<file path="src/hdl/sibo_pkg.sv">
// Shared types and codes for the segmented index to block/offset mapper.
// No dependencies; used by the core in hdl/ and by the testbench.
package sibo_pkg;

	localparam int unsigned KIND_W = 2;
	localparam int unsigned LEN_W  = 16;
	localparam int unsigned IDX_W  = 22;
	localparam int unsigned NUM_W  = 6;
	localparam int unsigned OFF_W  = 16;
	localparam int unsigned STAT_W = 2;

	typedef enum logic [KIND_W-1:0] {
		KIND_CLEAR  = 2'd0,
		KIND_APPEND = 2'd1,
		KIND_LOOKUP = 2'd2,
		KIND_NOP    = 2'd3
	} kind_t;

	typedef enum logic [STAT_W-1:0] {
		STAT_OK    = 2'd0,
		STAT_RANGE = 2'd1,
		STAT_FULL  = 2'd2
	} status_t;

	typedef enum logic [1:0] {
		FSM_IDLE,
		FSM_SEARCH,
		FSM_BASE
	} fsm_state_t;

	typedef struct packed {
		kind_t             kind;
		logic [LEN_W-1:0]  block_length;
		logic [IDX_W-1:0]  flat_index;
	} cmd_t;

	typedef struct packed {
		logic [NUM_W-1:0]  block_number;
		logic [OFF_W-1:0]  block_offset;
		logic [IDX_W-1:0]  total_length;
		status_t           status;
	} rsp_t;

endpackage

</file>
<file path="src/hdl/sibo_mem.sv">
// Prefix-sum table storage: one write port, one read port, registered read data.
// No package dependencies.
module sibo_mem #(
	parameter int unsigned DEPTH = 64,
	parameter int unsigned WIDTH = 22
) (
	input  logic                     clk,
	input  logic                     we,
	input  logic [$clog2(DEPTH)-1:0] waddr,
	input  logic [WIDTH-1:0]         wdata,
	input  logic                     re,
	input  logic [$clog2(DEPTH)-1:0] raddr,
	output logic [WIDTH-1:0]         rdata
);

	logic [WIDTH-1:0] mem [DEPTH];

	always_ff @(posedge clk) begin
		if (we) begin
			mem[waddr] <= wdata;
		end
	end

	always_ff @(posedge clk) begin
		if (re) begin
			rdata <= mem[raddr];
		end
	end

endmodule

</file>
<file path="src/hdl/segmented_index_to_block_offset_core.sv">
// Top level of the segmented index to block/offset mapper: command FSM,
// binary search over the prefix-sum table. Uses sibo_pkg and sibo_mem.
//
//  channel  | ports                    | transfer
//  ---------+--------------------------+------------------------------------
//  command  | start, busy, cmd         | rising edge with start=1, busy=0
//  result   | done, rsp                | every cycle with done=1
//
// Clear, append, nop and out-of-range lookups do not enter the search: the result
// strobes the cycle after the transfer, busy stays low.
// A lookup keeps busy high through the search: one table read per probe,
// then one read of the preceding entry. The table memory has a single
// read port, so these reads are issued one after another.
// arst_n clears block count, total and FSM; table contents stay undefined.
// The result side cannot stall; a result is shown for exactly one cycle.
module segmented_index_to_block_offset_core #(
	parameter int unsigned MAX_BLOCKS  = 64,
	parameter int unsigned LENGTH_BITS = 16
) (
	input  logic            clk,
	input  logic            arst_n,
	input  logic            start,
	input  sibo_pkg::cmd_t  cmd,
	output logic            busy,
	output logic            done,
	output sibo_pkg::rsp_t  rsp
);

	localparam int unsigned AW = $clog2(MAX_BLOCKS);
	localparam int unsigned CW = $clog2(MAX_BLOCKS + 1);
	localparam int unsigned IW = sibo_pkg::IDX_W;
	localparam int unsigned LW = sibo_pkg::LEN_W;
	localparam logic [LW-1:0] LEN_MASK = (LENGTH_BITS >= LW) ? {LW{1'b1}}
		: LW'((64'd1 << LENGTH_BITS) - 64'd1);

	sibo_pkg::fsm_state_t state_q, state_d;

	logic [CW-1:0] count_q, count_d;
	logic [IW-1:0] total_q, total_d;
	logic [AW-1:0] lo_q, hi_q, mid_q;
	logic          pend_q;
	logic [IW-1:0] idx_q;
	logic          done_q;
	sibo_pkg::rsp_t rsp_q, rsp_d;
	logic          rsp_load;

	logic          accept;
	logic [LW-1:0] len;
	logic [IW:0]   next_total;
	logic          full;
	logic          look_ok;

	logic [AW-1:0] lo_c, hi_c, mid_c;
	logic [AW:0]   span_sum;
	logic          more;

	logic          mem_we, mem_re;
	logic [AW-1:0] mem_waddr, mem_raddr;
	logic [IW-1:0] mem_rdata;

	logic [IW-1:0]       base;
	logic [IW-1:0]       off_full;
	logic [AW+sibo_pkg::NUM_W-1:0] num_wide;

	assign accept     = start && !busy;
	assign len        = cmd.block_length & LEN_MASK;
	assign next_total = {1'b0, total_q} + {{(IW+1-LW){1'b0}}, len};
	assign full       = (count_q == CW'(MAX_BLOCKS)) || next_total[IW];
	assign look_ok    = (count_q != '0) && (cmd.flat_index < total_q);

	// search step: fold in the probe read issued last cycle, pick next midpoint
	always_comb begin
		lo_c = lo_q;
		hi_c = hi_q;
		if (pend_q) begin
			if (mem_rdata > idx_q) begin
				hi_c = mid_q;
			end else begin
				lo_c = mid_q + 1'b1;
			end
		end
		more     = lo_c < hi_c;
		span_sum = {1'b0, lo_c} + {1'b0, hi_c};
		mid_c    = span_sum[AW:1];
	end

	assign base     = (lo_q == '0) ? '0 : mem_rdata;
	assign off_full = idx_q - base;
	assign num_wide = {{sibo_pkg::NUM_W{1'b0}}, lo_q};

	// next state
	always_comb begin
		state_d = state_q;
		unique case (state_q)
			sibo_pkg::FSM_IDLE: begin
				if (accept && cmd.kind == sibo_pkg::KIND_LOOKUP && look_ok) begin
					state_d = sibo_pkg::FSM_SEARCH;
				end
			end
			sibo_pkg::FSM_SEARCH: begin
				if (!more) begin
					state_d = sibo_pkg::FSM_BASE;
				end
			end
			sibo_pkg::FSM_BASE: begin
				state_d = sibo_pkg::FSM_IDLE;
			end
			default: begin
				state_d = sibo_pkg::FSM_IDLE;
			end
		endcase
	end

	// outputs: memory controls, table state updates, result data
	always_comb begin
		mem_we    = 1'b0;
		mem_waddr = count_q[AW-1:0];
		mem_re    = 1'b0;
		mem_raddr = mid_c;
		count_d   = count_q;
		total_d   = total_q;
		rsp_load  = 1'b0;
		rsp_d.block_number = '0;
		rsp_d.block_offset = '0;
		rsp_d.total_length = total_q;
		rsp_d.status       = sibo_pkg::STAT_OK;
		unique case (state_q)
			sibo_pkg::FSM_IDLE: begin
				if (accept) begin
					unique case (cmd.kind)
						sibo_pkg::KIND_CLEAR: begin
							count_d  = '0;
							total_d  = '0;
							rsp_d.total_length = '0;
							rsp_load = 1'b1;
						end
						sibo_pkg::KIND_APPEND: begin
							if (full) begin
								rsp_d.status = sibo_pkg::STAT_FULL;
							end else begin
								mem_we  = 1'b1;
								count_d = count_q + 1'b1;
								total_d = next_total[IW-1:0];
								rsp_d.total_length = next_total[IW-1:0];
							end
							rsp_load = 1'b1;
						end
						sibo_pkg::KIND_LOOKUP: begin
							if (!look_ok) begin
								rsp_d.status = sibo_pkg::STAT_RANGE;
								rsp_load     = 1'b1;
							end
						end
						sibo_pkg::KIND_NOP: begin
							rsp_load = 1'b1;
						end
						default: begin
							rsp_load = 1'b1;
						end
					endcase
				end
			end
			sibo_pkg::FSM_SEARCH: begin
				mem_re = 1'b1;
				if (!more) begin
					// found block; fetch the preceding cumulative end
					mem_raddr = (lo_c == '0) ? '0 : lo_c - 1'b1;
				end
			end
			sibo_pkg::FSM_BASE: begin
				rsp_d.block_number = num_wide[sibo_pkg::NUM_W-1:0];
				rsp_d.block_offset = off_full[sibo_pkg::OFF_W-1:0];
				rsp_load           = 1'b1;
			end
			default: begin
				rsp_load = 1'b0;
			end
		endcase
	end

	always_ff @(posedge clk or negedge arst_n) begin
		if (!arst_n) begin
			state_q <= sibo_pkg::FSM_IDLE;
			count_q <= '0;
			total_q <= '0;
			pend_q  <= 1'b0;
			done_q  <= 1'b0;
		end else begin
			state_q <= state_d;
			count_q <= count_d;
			total_q <= total_d;
			done_q  <= rsp_load;
			if (state_q == sibo_pkg::FSM_SEARCH) begin
				pend_q <= more;
			end else begin
				pend_q <= 1'b0;
			end
		end
	end

	always_ff @(posedge clk) begin
		if (accept) begin
			idx_q <= cmd.flat_index;
			lo_q  <= '0;
			hi_q  <= AW'(count_q - 1'b1);
		end else if (state_q == sibo_pkg::FSM_SEARCH) begin
			lo_q  <= lo_c;
			hi_q  <= hi_c;
			mid_q <= mid_c;
		end
		if (rsp_load) begin
			rsp_q <= rsp_d;
		end
	end

	sibo_mem #(
		.DEPTH (MAX_BLOCKS),
		.WIDTH (IW)
	) u_table (
		.clk   (clk),
		.we    (mem_we),
		.waddr (mem_waddr),
		.wdata (next_total[IW-1:0]),
		.re    (mem_re),
		.raddr (mem_raddr),
		.rdata (mem_rdata)
	);

	assign busy = (state_q != sibo_pkg::FSM_IDLE);
	assign done = done_q;
	assign rsp  = rsp_q;

	a_quick_result: assert property (@(posedge clk) disable iff (!arst_n)
		(accept && cmd.kind != sibo_pkg::KIND_LOOKUP) |=> done)
		else $error("non-lookup transfer did not produce a result next cycle");

	a_count_bound: assert property (@(posedge clk) disable iff (!arst_n)
		count_q <= CW'(MAX_BLOCKS))
		else $error("block count beyond table depth");

	a_search_window: assert property (@(posedge clk) disable iff (!arst_n)
		(state_q == sibo_pkg::FSM_SEARCH) |-> (lo_q <= hi_q))
		else $error("search window inverted");

	a_write_idle: assert property (@(posedge clk) disable iff (!arst_n)
		mem_we |-> (state_q == sibo_pkg::FSM_IDLE && !mem_re))
		else $error("table write overlapped a lookup");

	a_base_done: assert property (@(posedge clk) disable iff (!arst_n)
		(state_q == sibo_pkg::FSM_BASE) |=> (done && !busy))
		else $error("lookup did not complete after base read");

endmodule

</file>
<file path="config.mk">
export PLATFORM = sky130hd
export DESIGN_NAME = segmented_index_to_block_offset_core
export DESIGN_NICKNAME = d
export VERILOG_FILES = /design/src/hdl/sibo_pkg.sv /design/src/hdl/sibo_mem.sv /design/src/hdl/segmented_index_to_block_offset_core.sv
export SDC_FILE = /design/constraint.sdc
export NUM_CORES = 2
export LEC_CHECK = 0
export BUFFER_PORTS_ARGS = -buffer_cell sky130_fd_sc_hd__buf_2
export CORE_UTILIZATION = 40
export DETAILED_ROUTE_END_ITERATION = 8
export SLEW_MARGIN = 20
export SYNTH_ARGS = -nofsm -noshare
export SYNTH_HDL_FRONTEND = slang
export SYNTH_HIERARCHICAL = 1
export SYNTH_SLANG_ARGS = --single-unit
</file>
<file path="constraint.sdc">
create_clock -name clk -period 6.9 [get_ports clk]
set_input_delay 0.345 -clock clk [delete_from_list [all_inputs] [get_ports clk]]
set_output_delay 0.345 -clock clk [all_outputs]
set_load 0.01 [all_outputs]
</file>
-- After elaboration in Yosys (flattened, before gate mapping)
Memories as Yosys holds them, arrays and structs flattened. A register that Yosys moved wholly into a read port is not among the register bits.
Cells that the tools add are included.
- memories kept: 1
- logic and storage cells: 87
- memory bits (writable): 1408
- output and inout port bits: 48
- input bits: 43
- register bits after elaboration: 119
- bitwise logic cells: 1
- muxes and demuxes: 34
- reductions and logical operators: 19
- $add $sub $neg: 7
- eq/ne operators: 9
- order comparisons: 3
- memories (name ; depth ; width ; read ports ; clocked after memory_dff ; wr ports ; line ; source):
    u_table.mem ; 64 ; 22 ; 1 ; 1 ; 1 ; sibo_mem.sv:16 ; logic [WIDTH-1:0] mem [DEPTH];
- operator list (cell ; count):
    2-to-1 mux 6 bit ; 9
    2-to-1 mux 24 bit ; 2
    case mux 22 bit (2 select lines) ; 1
    adder 22 x 16 -> 23 bit ; 1
    > comparator 22 bit ; 1
    < comparator 22 bit ; 1
    2-to-1 mux 22 bit ; 1
    2-to-1 mux 16 bit ; 1
    subtractor 16 bit ; 1
    case mux 7 bit (2 select lines) ; 1
    zero test 6 bit ; 2
    subtractor 6 x 1 -> 6 bit, second input constant ; 2
    2-to-1 mux 1 bit ; 11
    case mux 2 bit (2 select lines) ; 2
    adder 6 x 6 -> 7 bit ; 1
    adder 7 x 1 -> 7 bit, second input constant ; 1
    == test 7 bit, second input constant ; 1
    2-to-1 mux 7 bit ; 1
    nonzero test 7 bit ; 1
    adder 6 x 1 -> 6 bit, second input constant ; 1
    == test 2 bit, second input constant ; 3
    < comparator 6 bit ; 1
    2-to-1 mux 2 bit ; 3
    inequality test 2 bit, second input constant ; 3
    11 further kinds ; 21

-- Logic depth before layout (Yosys ltp)
- depth in word-level cells: 8
- depth in mapped cells: 29
- gate-level depth less buffers: 24

-- Modules after synthesis
Netlist, hierarchy kept.
- modules (own cells, without submodules) (module ; instances ; cells an instance ; area each (um^2) ; seq. area each (um^2)):
    sibo_mem ; 1 ; 2349 ; 54481.0 ; 42941.2
    segmented_index_to_block_offset_core ; 1 ; 815 ; 8011.4 ; 3348.2

-- Least setup slack after synthesis
No wires, ideal clock.
- path type: register -> register
- from: register u_table.rdata[19], read port of u_table.mem
- to: register u_table.rdata[10], read port of u_table.mem, data pin
- stages on the path, launching flop included: 24
- arrival time: 5.246 ns
- required time: 6.625 ns
- buffers on the path: 4
- period minus slack after synthesis: 5.521 ns
- path slack: 1.379 ns
- setup time: 0.275 ns
- cells stage by stage: edfxtp_1 ha_1 nand4_1 nor4_1 o32ai_1 a31oi_2 nand2b_4 buf_4 mux2i_1 inv_1 ha_1 nor4_1 nand3_1 o21ai_0 a21oi_2 nor2_1 a22o_1 buf_2 buf_2 buf_4 mux4_2 a22o_1 a221oi_1 a211oi_1
- longest elaborated chain between the ends: 7
- elaborated cells between the ends (all ways): 12
- those cells by class: 2 x add/sub; 2 x order compare; 7 x mux; 1 x reduce/logical
- RTL lines (what ; line ; source):
    from (decl) ; sibo_mem.sv:13 ; output logic [WIDTH-1:0] rdata
    > comparator 22 bit (*) ; segmented_index_to_block_offset_core.sv:76 ; if (mem_rdata > idx_q) begin
    2-to-1 mux 6 bit (*) ; segmented_index_to_block_offset_core.sv:76 ;
    2-to-1 mux 6 bit (*) ; segmented_index_to_block_offset_core.sv:75 ; if (pend_q) begin
    net lo_c[2] ; segmented_index_to_block_offset_core.sv:53 ; logic [AW-1:0] lo_c, hi_c, mid_c;
    parallel branches: the longest is 2 deep, another holds < comparator 6 bit ; -- ;
    2-to-1 mux 6 bit (*) ; segmented_index_to_block_offset_core.sv:165 ; if (!more) begin
    2-to-1 mux 6 bit (*) ; segmented_index_to_block_offset_core.sv:127 ; unique case (state_q)
    net mem_raddr[0] ; segmented_index_to_block_offset_core.sv:58 ; logic [AW-1:0] mem_waddr, mem_raddr;
Mark *: on every way through the listed nets, which the timed path passes.
A chain may end at the register's enable or synchronous reset.

-- Worst setup path in the final report
- from: register u_table.rdata[17], read port of u_table.mem
- to: register u_table.rdata[7], read port of u_table.mem, data pin
The elaborated chain is that of the path after synthesis.

==> flow_metrics.py <==
metrics = {
    "run_status": {
        "outcome": "finished, final reports clean",
    },
    "logic_synthesis": {
        "synth-edff-count": 1510,
        "share_of_the_synthesized_area_in_the_top_cell_type_pct": 72.6,
        "yosys_warnings": 6,
        "synthFlopType": "sky130_fd_sc_hd__edfxtp_1",
        "syn_nets": 3303,
        "synth_area_leader_cell": "sky130_fd_sc_hd__edfxtp_1",
        "unique_cell_type_count_in_the_yosys_netlist": 74,
        "asyncSetResetFlopFracSynth_pct": 2.13,
        "ys_seq_elements": 1549,
        "netlist_instances": 3164,
        "avgSynthCellArea_sq_um": 19.8,
        "synthTopCellsByArea": "sky130_fd_sc_hd__edfxtp_1 (73%), sky130_fd_sc_hd__mux4_2 (13%), sky130_fd_sc_hd__ha_1 (1.9%)",
        "post_synth_instance_area_sq_mm": 0.0625,
        "synth-seq-area-share_pct": 74.1,
    },
    "setup_path": {
        "end_kind": "register",
        "worstPathCellList": "ha_1 -> nand4_1 -> nor4_1 -> o32ai_1 -> a31oi_2 -> nand2b_4 -> mux2_2 -> ha_1 -> nor4_2 -> nand3_1 -> o21ai_1 -> a21oi_4 -> nor2_1 -> a22o_4 -> buf_12 -> buf_12 -> buf_4 -> mux4_2 -> mux2i_1 -> a22oi_1 -> nand2_1 -> a211oi_1",
        "crit_family": "simple AND/OR/NAND/NOR gates",
        "critPathArrivalTime_ns": 7.13,
        "cp_slowest_cell": "sky130_fd_sc_hd__mux4_2",
        "crit_buf_inv": 3,
        "setup.worst_path.class": "register to register",
        "cp_max_fanout": 32,
        "worst_path_largest_cell_delay_ns": 0.51,
        "worst-endpoint-required_ns": 7.43,
        "cp.depth": 22,
        "reg2regPathDepth": 22,
        "worst_setup_path_start_kind": "register",
    },
    "grt": {
        "grt_start_max_net_pins": 67,
        "grt_pass1_wl_um": 229000,
        "grt_antenna_before_repair": 4,
        "groute.usage.overall_pct": 20.2,
        "via_count_of_the_first_global_routing_pass": 32500,
        "congestion_overflow_gr": 0,
    },
    "timing": {
        "maxClockFrequency_mhz": 151,
        "timing.final.crit_share_pct": 95.7,
        "fin_hold_ws_ns": 0.115,
        "slew_headroom_pct": 35.0,
        "period_needed_ns": 6.60,
        "final-max-slew-violation-count": 0,
        "finalHoldViolCount": 0,
        "timing.final.setup_violations": 0,
        "fin_worst_skew_ns": 0.0249,
        "worst_slew_pin_slew_ns": 0.972,
    },
    "routing": {
        "drtAntennaViolNets": 0,
        "detail_route.first_pass.iterations": 6,
        "avgRoutedWirePerCell_um": 28.0,
        "avgViaCountPerCell": 5.69,
        "drt_drc_violations_left": 0,
        "vias": 32300,
        "wl_um": 159000,
        "dr.first_iter.drc_count": 3429,
    },
    "floorplan": {
        "die_y_um": 397,
        "core_area_sq_mm": 0.155,
        "ioPinCount": 91,
        "die_area_sq_mm": 0.158,
        "rows": 144,
        "initial_utilization_pct": 40.4,
        "chipWidth_um": 397,
    },
    "flow_run": {
        "cap_violations": 0,
    },
    "cells_and_area": {
        "area_of_combinational_cells_with_multiple_inputs_sq_mm": 0.0156,
        "commonest_cells_after_routing_fill_and_taps_aside": "sky130_fd_sc_hd__edfxtp_1 (1,510), sky130_fd_sc_hd__mux4_2 (352), sky130_fd_sc_hd__buf_4 (186)",
        "num-fill-cells": 12900,
        "seqCellArea_sq_mm": 0.0463,
        "most_common_cell_after_layout_fill_and_taps_aside": "sky130_fd_sc_hd__edfxtp_1",
        "area_delta_synth_final_pct": 15.8,
        "layout-drive-gt1-share_pct": 27.9,
        "nets": 3636,
    },
    "hold_path": {
        "number_of_stages_on_the_worst_hold_path": 4,
        "holdCritPathClass": "input pin to register",
    },
    "clock_tree": {
        "clock_tree.buffer_depth": 3,
        "cts_made_buffers": 159,
        "cts_tree": "built",
        "cts_htree_levels": 4,
        "root_buffer_cell": "sky130_fd_sc_hd__clkbuf_16",
        "numClockSinks": 1549,
        "clk-insertion-delay-late_ns": 0.79,
        "clk_pin_slew_worst_paths_ns": 0.06,
    },
    "placed_design": {
        "gpl.final_weighted_congestion": 0.854,
        "detailedPlacementHpwl_um": 95200,
        "place.port_buffers": 90,
    },
}
-- through the flow --
stage	instances	setup WS (ns)	instance area, sq um	utilization (%)	setup TNS, ns
final	5671	0.299	72400	46.8	0
after global routing	5667	-0.0365	72400	46.8	-0.0365
after CTS	5664	0.145	72300	46.8	0
after detailed placement	5354	0.141	67100	43.4	0
after global placement	5354	0.137	67100	43.4	0
after floorplan	3164	1.38	62500	-	0
-- layout make-up --
| cell class | count | share of cell area (%) |
|---|---|---|
| Antenna cell | 4 | 0.0138 |
| Clock buffer | 198 | 5.80 |
| Clock inverter | 89 | 1.08 |
| Inverter | 78 | 0.404 |
| Multi-Input combinational cell | 1381 | 21.5 |
| Sequential cell | 1549 | 63.9 |
| Tap cell | 2044 | 3.53 |
| Timing Repair Buffer | 328 | 3.68 |
-- cell usage after synthesis (14+ instances only) --
library cell	n
sky130_fd_sc_hd__clkbuf_1	69
sky130_fd_sc_hd__nand2b_1	17
sky130_fd_sc_hd__nand3_1	69
sky130_fd_sc_hd__buf_2	44
sky130_fd_sc_hd__buf_4	33
sky130_fd_sc_hd__ha_1	93
sky130_fd_sc_hd__a22oi_1	44
sky130_fd_sc_hd__nor2_1	120
sky130_fd_sc_hd__a221oi_1	20
sky130_fd_sc_hd__nand2_1	117
sky130_fd_sc_hd__a21oi_1	58
sky130_fd_sc_hd__a211oi_1	16
sky130_fd_sc_hd__mux2_2	14
sky130_fd_sc_hd__o21ai_0	52
sky130_fd_sc_hd__nor2b_1	19
sky130_fd_sc_hd__edfxtp_1	1510
sky130_fd_sc_hd__mux2i_1	84
sky130_fd_sc_hd__a21o_1	33
sky130_fd_sc_hd__a22o_1	27
sky130_fd_sc_hd__inv_1	76
sky130_fd_sc_hd__dfrtp_1	33
sky130_fd_sc_hd__xnor2_1	31
sky130_fd_sc_hd__mux4_2	352
sky130_fd_sc_hd__and2_1	15
sky130_fd_sc_hd__nor3_1	27
-- path summary, 6_finish.rpt --
| check | from | endpoint | slack [ns] |
|---|---|---|---|
| max in group asynchronous | arst_n | total_q[19] | 6.07 |
| worst max-delay path | u_table/rdata[17] | u_table/rdata[7] | 0.30 |
| worst min-delay path | cmd[39] | state_q[0] | 0.12 |
| worst min register to register | lo_q[2] | lo_q[2] | 0.55 |
| worst max register to register | u_table/rdata[17] | u_table/rdata[7] | 0.30 |
| min in group asynchronous | arst_n | done | 0.24 |
-- worst register-to-register path, stage by stage, from the launching register on --
cell and delay [ns]:
sky130_fd_sc_hd__edfxtp_1 0.40, sky130_fd_sc_hd__ha_1 0.33, sky130_fd_sc_hd__nand4_1 0.22, sky130_fd_sc_hd__nor4_1 0.39, sky130_fd_sc_hd__o32ai_1 0.17, sky130_fd_sc_hd__a31oi_2 0.33, sky130_fd_sc_hd__nand2b_4 0.31, sky130_fd_sc_hd__mux2_2 0.41
sky130_fd_sc_hd__ha_1 0.39, sky130_fd_sc_hd__nor4_2 0.41, sky130_fd_sc_hd__nand3_1 0.12, sky130_fd_sc_hd__o21ai_1 0.19, sky130_fd_sc_hd__a21oi_4 0.11, sky130_fd_sc_hd__nor2_1 0.19, sky130_fd_sc_hd__a22o_4 0.24, sky130_fd_sc_hd__buf_12 0.23
sky130_fd_sc_hd__buf_12 0.28, sky130_fd_sc_hd__buf_4 0.29, sky130_fd_sc_hd__mux4_2 0.51, sky130_fd_sc_hd__mux2i_1 0.24, sky130_fd_sc_hd__a22oi_1 0.17, sky130_fd_sc_hd__nand2_1 0.31, sky130_fd_sc_hd__a211oi_1 0.09
-- layer usage --
metal  share of wire (%)  GRT usage [%]
met4                 2.0           5.02
met1                  42           28.2
met5                   0              0
met2                  49           32.9
met3                 7.2           3.48
-- what timing repair did --
action | 4_1_cts | 5_1_grt
hold buffers | 23 | 0
setup buffers | 0 | 2
endpoints found under the setup margin | 0 | 22
hold endpoints to repair | 55 | 0
resized for setup | 0 | 9
-- cell families (layout without fill, tap and decap cells) --
| family | Yosys count | count (layout) | synth area share (%) |
|---|---|---|---|
| fa+ha+maj | 96 | 96 | 1.96 |
| other cells | 0 | 4 | 0 |
| xor+xnor | 44 | 44 | 0.617 |
| flops | 1549 | 1549 | 74.1 |
| buf+inv | 234 | 693 | 1.72 |
| simple gates | 448 | 448 | 3.42 |
| compound gates | 343 | 343 | 3.93 |
| mux | 450 | 450 | 14.3 |
-- registers in the layout, summed over array words and instances, names as in the netlist --
signal / count
rsp: 46
lo_q: 6
u_table/rdata: 22
mid_q: 6
pend_q: 1
u_table/mem: 1408
hi_q: 6
state_q: 2
count_q: 7
idx_q: 22
total_q: 22
done: 1
Power is left out: the tool's default activity adds up to more than one toggle a clock period on the data nets, which glitch-free logic cannot reach.
